### config.mk
export PLATFORM = sky130hd
export DESIGN_NAME = fbfl_offset
export DESIGN_NICKNAME = d
export VERILOG_FILES = /design/src/sv/fbfl_pkg.sv /design/src/sv/fbfl_offset.sv
export SDC_FILE = /design/constraint.sdc
export NUM_CORES = 1
export LEC_CHECK = 0
export BUFFER_PORTS_ARGS = -buffer_cell sky130_fd_sc_hd__clkbuf_2
export CORE_UTILIZATION = 45
export DETAILED_ROUTE_END_ITERATION = 6
export PLACE_DENSITY = 0.7
export SETUP_SLACK_MARGIN = 0.4
export SYNTH_ARGS = -nofsm -noshare
export SYNTH_HDL_FRONTEND = slang
export SYNTH_SLANG_ARGS = --single-unit
### constraint.sdc
create_clock -name vclk -period 27.3
set_input_delay 5.46 -clock vclk [all_inputs]
set_output_delay 5.46 -clock vclk [all_outputs]
set_load 0.01 [all_outputs]
### src/sv/fbfl_pkg.sv
`default_nettype none
package fbfl_pkg;

   // Pool geometry. Block indexes are 10 bits wide, so the pool holds at most 1024 blocks.
   localparam int MAX_BLOCKS = 1024;
   localparam int WORD_BYTES = 8;

   localparam int IDX_W    = 10;
   localparam int CNT_W    = 11;
   localparam int BYTES_W  = 16;
   localparam int OFF_W    = 26;
   localparam int STATUS_W = 2;
   localparam int STRIDE_W = 18;
   localparam int PROD_W   = IDX_W + STRIDE_W;

   localparam logic [CNT_W-1:0] COUNT_MAX  = {CNT_W{1'b1}};
   localparam logic [CNT_W-1:0] POOL_LIMIT = CNT_W'(MAX_BLOCKS);

   // Request modes.
   localparam logic MODE_ALLOC = 1'b0;
   localparam logic MODE_FREE  = 1'b1;

   // Result status codes.
   localparam logic [STATUS_W-1:0] STATUS_OK    = 2'd0;
   localparam logic [STATUS_W-1:0] STATUS_EMPTY = 2'd1;
   localparam logic [STATUS_W-1:0] STATUS_RANGE = 2'd2;

   // Configuration register indexes.
   localparam int CSR_IDX_W  = 1;
   localparam int CSR_DATA_W = 16;
   localparam logic [CSR_IDX_W-1:0] CSR_NUM_BLOCKS  = 1'b0;
   localparam logic [CSR_IDX_W-1:0] CSR_BLOCK_BYTES = 1'b1;

   typedef struct packed {
      logic             mode;
      logic [IDX_W-1:0] block_index;
   } req_type;

   typedef struct packed {
      logic [STATUS_W-1:0] status;
      logic [IDX_W-1:0]    alloc_index;
      logic [OFF_W-1:0]    alloc_byte_offset;
      logic [CNT_W-1:0]    free_count;
   } rsp_type;

   // One entry of the freed-block stack: the block below and whether it exists.
   typedef struct packed {
      logic             below_valid;
      logic [IDX_W-1:0] next;
   } link_entry_type;

   typedef struct packed {
      logic             rd_en;
      logic [IDX_W-1:0] rd_addr;
      logic             wr_en;
      logic [IDX_W-1:0] wr_addr;
      link_entry_type   wr_data;
   } link_cmd_type;

endpackage
`default_nettype wire

### src/sv/fbfl_offset.sv
`default_nettype none
module fbfl_offset (
   input  wire [fbfl_pkg::IDX_W-1:0]   alloc_index,
   input  wire [fbfl_pkg::BYTES_W-1:0] block_bytes,
   input  wire                         granted,
   output logic [fbfl_pkg::OFF_W-1:0]  byte_offset
);
   import fbfl_pkg::*;

   localparam logic [STRIDE_W-1:0] WB = STRIDE_W'(WORD_BYTES);
   localparam logic [PROD_W-1:0]   HEADER_BYTES = PROD_W'(4 * WORD_BYTES);

   logic [STRIDE_W-1:0] padded;
   logic [STRIDE_W-1:0] stride;
   logic [PROD_W-1:0]   product;
   logic [PROD_W-1:0]   total;

   // Payload rounded up to whole words, then one header word per block.
   always_comb begin
      padded  = (STRIDE_W'(block_bytes) + WB - STRIDE_W'(1)) / WB * WB;
      stride  = padded + WB;
      product = PROD_W'(alloc_index) * PROD_W'(stride);
      total   = product + HEADER_BYTES;
      byte_offset = granted ? total[OFF_W-1:0] : '0;
   end

endmodule
`default_nettype wire
; Word-level counts from Yosys, hierarchy flattened
; Index checks and enable logic that the tools add are counted.
[totals]
ff_bits = 0
output_inout_bits = 26
[classes]
n_addsub = 4
mul = 1
muxes = 1
[op_table]
columns = operator, count
row1 = $add A26 B6 Y26 const B, 1
row2 = $mul A10 B18 Y26, 1
row3 = $mux W26, 1
row4 = $add A18 B4 Y18 const B, 1
row5 = $sub A17 B1 Y18 const B, 1
row6 = $add A16 B4 Y17 const B, 1

; Logic depth before layout (Yosys ltp)
; Gate-level depths: netlist of run 1.
[depth]
word_depth = 6
depth_mapped = 26
depth_no_buf = 25

; Least setup slack after synthesis of run 1
; OpenSTA, ideal clock, no wires.
[synth_path]
path_type = in2out
from = in block_bytes[3] (netlist bit)
to = out byte_offset[24] (netlist bit)
arrival_time_ns = 11.765
t_required_ns = 21.840
path_slack_ns = 10.075
path_stages = 25
n_path_buf = 1
cell_sequence = or4_1 > nand2_1 > clkbuf_1 > inv_1 > ha_1 > maj3_2 > and2_4 > nand4_2 > xnor2_2 > nand2_1 > fa_1 > fa_1 > inv_1 > fa_1 > fa_1 > inv_1 > fa_1 > inv_1 > ha_1 > nand2_1 > or3_1 > o21a_1 > o21ba_1 > a31oi_1 > mux2i_1
[synth_via]
elab_chain_len = 6
[synth_rtl]
columns = element, line_no
row1 = from (decl), fbfl_offset.sv:4  ; input wire [fbfl_pkg::BYTES_W-1:0] block_bytes,
row2 = $add A16 B4 Y17, fbfl_offset.sv:20  ; padded = (STRIDE_W'(block_bytes) + WB - STRIDE_W'(1)) / WB * WB;
row3 = $sub A17 B1 Y18, fbfl_offset.sv:20
row4 = $add A18 B4 Y18, fbfl_offset.sv:21  ; stride = padded + WB;
row5 = $mul A10 B18 Y26, fbfl_offset.sv:22  ; product = PROD_W'(alloc_index) * PROD_W'(stride);
row6 = $add A26 B6 Y26, fbfl_offset.sv:23  ; total = product + HEADER_BYTES;
row7 = $mux W26, fbfl_offset.sv:24  ; byte_offset = granted ? total[OFF_W-1:0] : '0;
row8 = to (decl), fbfl_offset.sv:6  ; output logic [fbfl_pkg::OFF_W-1:0] byte_offset
; No other way between the ends.

; Worst setup path after layout of run 1
[layout_path]
from = in block_bytes[3] (netlist bit)
to = out byte_offset[21] (netlist bit)
; The elaborated chain is that of the path after synthesis.

==> results.py, run 1 <==
metrics = {
    "synth": {
        "yosysWarnings": 0,
        "syn_area_um2": 5240,
        "yosys-top-cells-area": "fa_1, ha_1, and2_1",
        "netlist_instances": 609,
        "yosysSeqAreaShare_pct": 0,
        "synth_top_area_cell": "fa_1",
        "yosysUniqueCellTypes": 52,
        "synth.top_cell.area_share_pct": 39.4,
        "syn-mean-instance-area_um2": 8.60,
    },
    "setup_path": {
        "cp_data_required_time_ps": 21840,
        "critPathLaunchType": "primary input",
        "crit_arrival_ps": 12390,
        "cpMaxStageDelayCell": "xnor2_1",
        "cp_common_cell": "inv_1",
        "setup.worst_path.class": "primary input to primary output",
        "slowest_delay_ps": 670,
        "worst_setup_path_end_kind": "primary output",
        "crit_family": "adder cells",
        "path_buf_inv": 8,
        "crit_fanout": 11,
    },
    "floorplanning": {
        "rows": 39,
        "die-area_um2": 12100,
        "coreArea_um2": 11400,
        "die_w_um": 110,
        "pin_count": 53,
        "start_util_pct": 46.1,
        "die_y_um": 110,
    },
    "layout": {
        "nFillCells": 1121,
        "area_delta_synth_final_pct": 7.34,
        "clock_buffers": 0,
        "seqCellArea_um2": 0,
        "seq_cells": 0,
        "multiInputGateArea_um2": 4740,
        "n_antenna_cell": 0,
        "drive_gt1_share_pct": 10.2,
        "nets": 842,
    },
    "global_route": {
        "overflow": 0,
        "grt_pass1_wl_um": 19200,
        "grt_start_max_net_pins": 26,
        "grt_pass1_vias": 4283,
        "antenna_found_initial": 0,
        "track_usage_pct": 20.1,
    },
    "run": {
        "drv_cap": 0,
    },
    "sta": {
        "finalWorstSetupSlack_ps": 9450,
        "rsz0062_at_grt": "false",
        "fin_crit_ps": 17850,
        "fmax_mhz": 56.0,
        "setup_tns_ps": 0,
        "hold_viol": 0,
        "final_max_slew_viol_count": 0,
        "slew_headroom_pct": 36.2,
        "tightest_slew_ps": 954,
        "setup_viol": 0,
        "finalCritPeriodShare_pct": 65.4,
    },
    "drt": {
        "via_per_inst": 5.21,
        "drtIter0Drc": 186,
        "drtPass1Iterations": 4,
        "drt-total-wl_um": 11200,
        "antenna_left": 0,
        "drcViolationCount": 0,
        "dr_total_vias": 4135,
        "wl_per_cell_um": 14.1,
    },
    "clock_tree": {
        "cts_setup_buffers": 0,
        "hold_buffers": 0,
        "cts-resized-gates": 0,
    },
    "place": {
        "io_buffer_count": 50,
        "pre_cts_ws_ps": 9430,
        "place_congestion": 0.862,
        "hpwl_um": 9660,
    },
    "min_path": {
        "hold_class": "primary input to primary output",
    },
    "outcome": {
        "outcome": "finished clean",
    },
}
==> stage by stage <==
stage	utilization, %	std cells	hold WS, ps	instance area, µm²
2_1_floorplan	-	618	11070	5270
3_3_place_gp	49.4	793	11440	5620
3_5_place_dp	49.4	793	11420	5620
4_1_cts	49.4	793	11420	5620
5_1_grt	49.4	793	11470	5620
6_report	49.4	793	11420	5620
==> cells by family (layout without fill, tap and decap cells) <==
group,after synthesis,count (layout),synth area share (%)
adders and majority gates,164,164,53.9
buffers and inverters,139,171,10.2
muxes,1,1,0.191
and+or+nand+nor,217,217,22.1
xor gates and xnor gates,27,27,5.66
AOI/OAI and AO/OA,59,59,7.84
other,2,11,0.143
==> cell usage after synthesis, drive strengths merged, types with 4 or more instances <==
cell type and number:
inv 121, fa 103, and2 78, nand2 64, ha 60, nor2 23
xnor2 21, nor2b 16, clkbuf 15, a21oi 12, o21ai 11, nand2b 8
a211oi 7, nand4 7, xor2 6, nand3 5, nor3 5, o21a 5
a21o 4, a31oi 4, and3 4
==> metal layers <==
metal	vias to the layer above	GRT usage (%)	part of all wire, %
met2	72	38.0	55
met3	12	0.771	2.5
met1	2097	24.9	41
met5	-	0	0
met4	0	4.76	1.8
li1	1954	-	-
==> layout by cell type (no fill, tap or decap), types with 2 or more instances in the layout <==
cell type / synthesis / layout
clkbuf_2: 0 / 50
nand2b_1: 8 / 8
fa_1: 103 / 103
nor2_1: 23 / 23
a211oi_1: 6 / 6
nor2b_1: 16 / 16
or3_1: 3 / 3
nand2_2: 2 / 2
o21bai_1: 3 / 3
and2_1: 77 / 77
o21a_1: 5 / 5
nor3b_1: 2 / 2
nand3_1: 5 / 5
o21ai_0: 7 / 7
a31oi_1: 4 / 4
a21oi_1: 12 / 12
xnor2_1: 17 / 17
o211ai_1: 3 / 3
nor3_1: 4 / 4
o21ai_1: 3 / 3
a21o_1: 4 / 4
and3_1: 3 / 3
xor2_1: 5 / 5
ha_1: 60 / 60
nand2_1: 62 / 62
nand4_1: 6 / 6
xnor2_2: 3 / 3
conb_1: 2 / 11
inv_1: 121 / 121
==> final cells by class <==
class / count / share of cell area (%)
tap: 143 / 3.18
multi-input combinational: 479 / 84.3
inverter: 121 / 8.08
timing repair buffer: 50 / 4.45
==> path summary, 6_finish.rpt <==
kind | from | to | slack, ps | cells after the start
worst max-delay path | block_bytes[3] | byte_offset[21] | 9450 | 25
worst min-delay path | alloc_index[0] | byte_offset[3] | 11420 | 3
Power of run 1 is not shown: default switching activity piles up to over one toggle a cycle in this logic, so the estimate is an artifact.
==> run 2, diff against run 1 <==
--- a/config.mk
+++ b/config.mk
@@ -8,7 +8,7 @@
 export BUFFER_PORTS_ARGS = -buffer_cell sky130_fd_sc_hd__clkbuf_2
 export CORE_UTILIZATION = 45
 export DETAILED_ROUTE_END_ITERATION = 6
-export PLACE_DENSITY = 0.7
+export PLACE_DENSITY = 0.72
 export SETUP_SLACK_MARGIN = 0.4
 export SYNTH_ARGS = -nofsm -noshare
 export SYNTH_HDL_FRONTEND = slang
==> constraint.sdc (replaced) <==
create_clock -name vclk -period 16.3
set_input_delay 3.26 -clock vclk [all_inputs]
set_output_delay 3.26 -clock vclk [all_outputs]
set_load 0.01 [all_outputs]
==> run 2 against run 1 <==
  * Die area unchanged
  * Critical path depth decreased by 2
  * Via count increased by 1.2%
  * Cell area unchanged
  * Global-route usage decreased by 0.73 points
  * Sequential share of layout area unchanged
  * First-iteration DRC count increased by 15%
  * Worst setup slack got worse by 6600 ps
  * Clock-buffer cell count unchanged
  * Critical endpoint unchanged
  * Largest cell class unchanged
  * Highest routed layer unchanged
==> results.py, run 2 (synthesized netlist as in run 1, its figures left out) <==
metrics = {
    "layout": {
        "area_delta_synth_final_pct": 7.34,
        "seqCellArea_um2": 0,
        "drive_gt1_share_pct": 10.2,
        "seq_cells": 0,
        "layout_commonest_cell": "inv_1",
        "nFillCells": 1098,
        "n_antenna_cell": 0,
        "nets": 842,
        "mostFrequentLayoutCells": "inv_1, fa_1, and2_1",
        "clock_buffers": 0,
    },
    "floorplanning": {
        "start_util_pct": 46.1,
        "rows": 39,
        "die-area_um2": 12100,
        "die_w_um": 110,
        "die_y_um": 110,
        "coreArea_um2": 11400,
        "pin_count": 53,
    },
    "drt": {
        "antenna_left": 0,
        "drcViolationCount": 0,
        "drt-total-wl_um": 10800,
        "wl_per_cell_um": 13.6,
        "dr_total_vias": 4185,
        "drtIter0Drc": 214,
        "via_per_inst": 5.28,
        "drtPass1Iterations": 5,
    },
    "global_route": {
        "track_usage_pct": 19.3,
        "antenna_found_initial": 0,
        "overflow": 0,
        "grt_pass1_wl_um": 18700,
        "grt_start_max_net_pins": 26,
        "grt_pass1_vias": 4208,
    },
    "setup_path": {
        "worst_setup_path_end_kind": "primary output",
        "cpMaxStageDelayCell": "xnor2_1",
        "crit_chain": "clkbuf_2 -> or4_1 -> nand2_1 -> inv_1 -> ha_1 -> xnor2_1 -> xnor2_1 -> nand2_1 -> fa_1 -> fa_1 -> fa_1 -> inv_1 -> fa_1 -> inv_1 -> fa_1 -> inv_1 -> ha_1 -> o21ai_1 -> nor3_1 -> a2111oi_2 -> o21ai_1 -> o311ai_1 -> clkbuf_2",
        "critPathLaunchType": "primary input",
        "setup.worst_path.class": "primary input to primary output",
        "cp_data_required_time_ps": 13040,
        "slowest_delay_ps": 650,
        "crit_family": "adder cells",
        "path_buf_inv": 6,
        "crit_fanout": 11,
        "cp_common_cell": "fa_1",
        "crit_arrival_ps": 10190,
    },
    "sta": {
        "finalCritPeriodShare_pct": 82.5,
        "setup_tns_ps": 0,
        "setup_viol": 0,
        "slew_headroom_pct": 42.0,
        "final_max_slew_viol_count": 0,
        "rsz0062_at_grt": "false",
        "tightest_slew_ps": 864,
        "fmax_mhz": 74.3,
        "fin_crit_ps": 13450,
        "hold_viol": 0,
    },
    "place": {
        "place_congestion": 0.893,
        "hpwl_um": 9520,
        "io_buffer_count": 50,
    },
    "outcome": {
        "outcome": "finished clean",
    },
    "clock_tree": {
        "hold_buffers": 0,
        "cts-resized-gates": 0,
        "cts_setup_buffers": 0,
    },
    "min_path": {
        "hold_class": "primary input to primary output",
    },
    "run": {
        "drv_cap": 0,
    },
}
run 2: path summary, 6_finish.rpt:
| kind | from | endpoint | slack (ps) | cells past startpoint |
|---|---|---|---|---|
| setup / recovery | block_bytes[3] | byte_offset[21] | 2850 | 23 |
| hold / removal | alloc_index[0] | byte_offset[3] | 7050 | 3 |
run 2: through the flow:
stage	hold WS, ps	area, µm²	setup WS [ps]	std cells	util, %
finish	7050	5620	2850	793	49.4
global route	7110	5620	2440	793	49.4
CTS	7060	5620	2850	793	49.4
detailed placement	7060	5620	2860	793	49.4
global placement	7040	5620	3000	793	49.4
floorplan	6670	5270	3480	618	-
run 2: worst min-delay path, cell delays in order:
cell and delay [ps]:
clkbuf_2 190, and3_1 210, clkbuf_2 130
run 2: layout make-up:
class                           count  area (µm²)  share of cell area [%]
Inverter                          121         454                    8.08
Multi-Input combinational cell    479        4740                    84.3
Tap cell                          143         179                    3.18
Timing Repair Buffer               50         250                    4.45
run 2: layer usage:
layer,vias up,GRT usage [%],share of wire (%)
met1,2115,25.2,41
met3,16,0.178,3.0
li1,1951,-,-
met4,0,4.86,2.0
met5,-,0,0
met2,103,35.6,54
Power of run 2 is left out for the same reason.
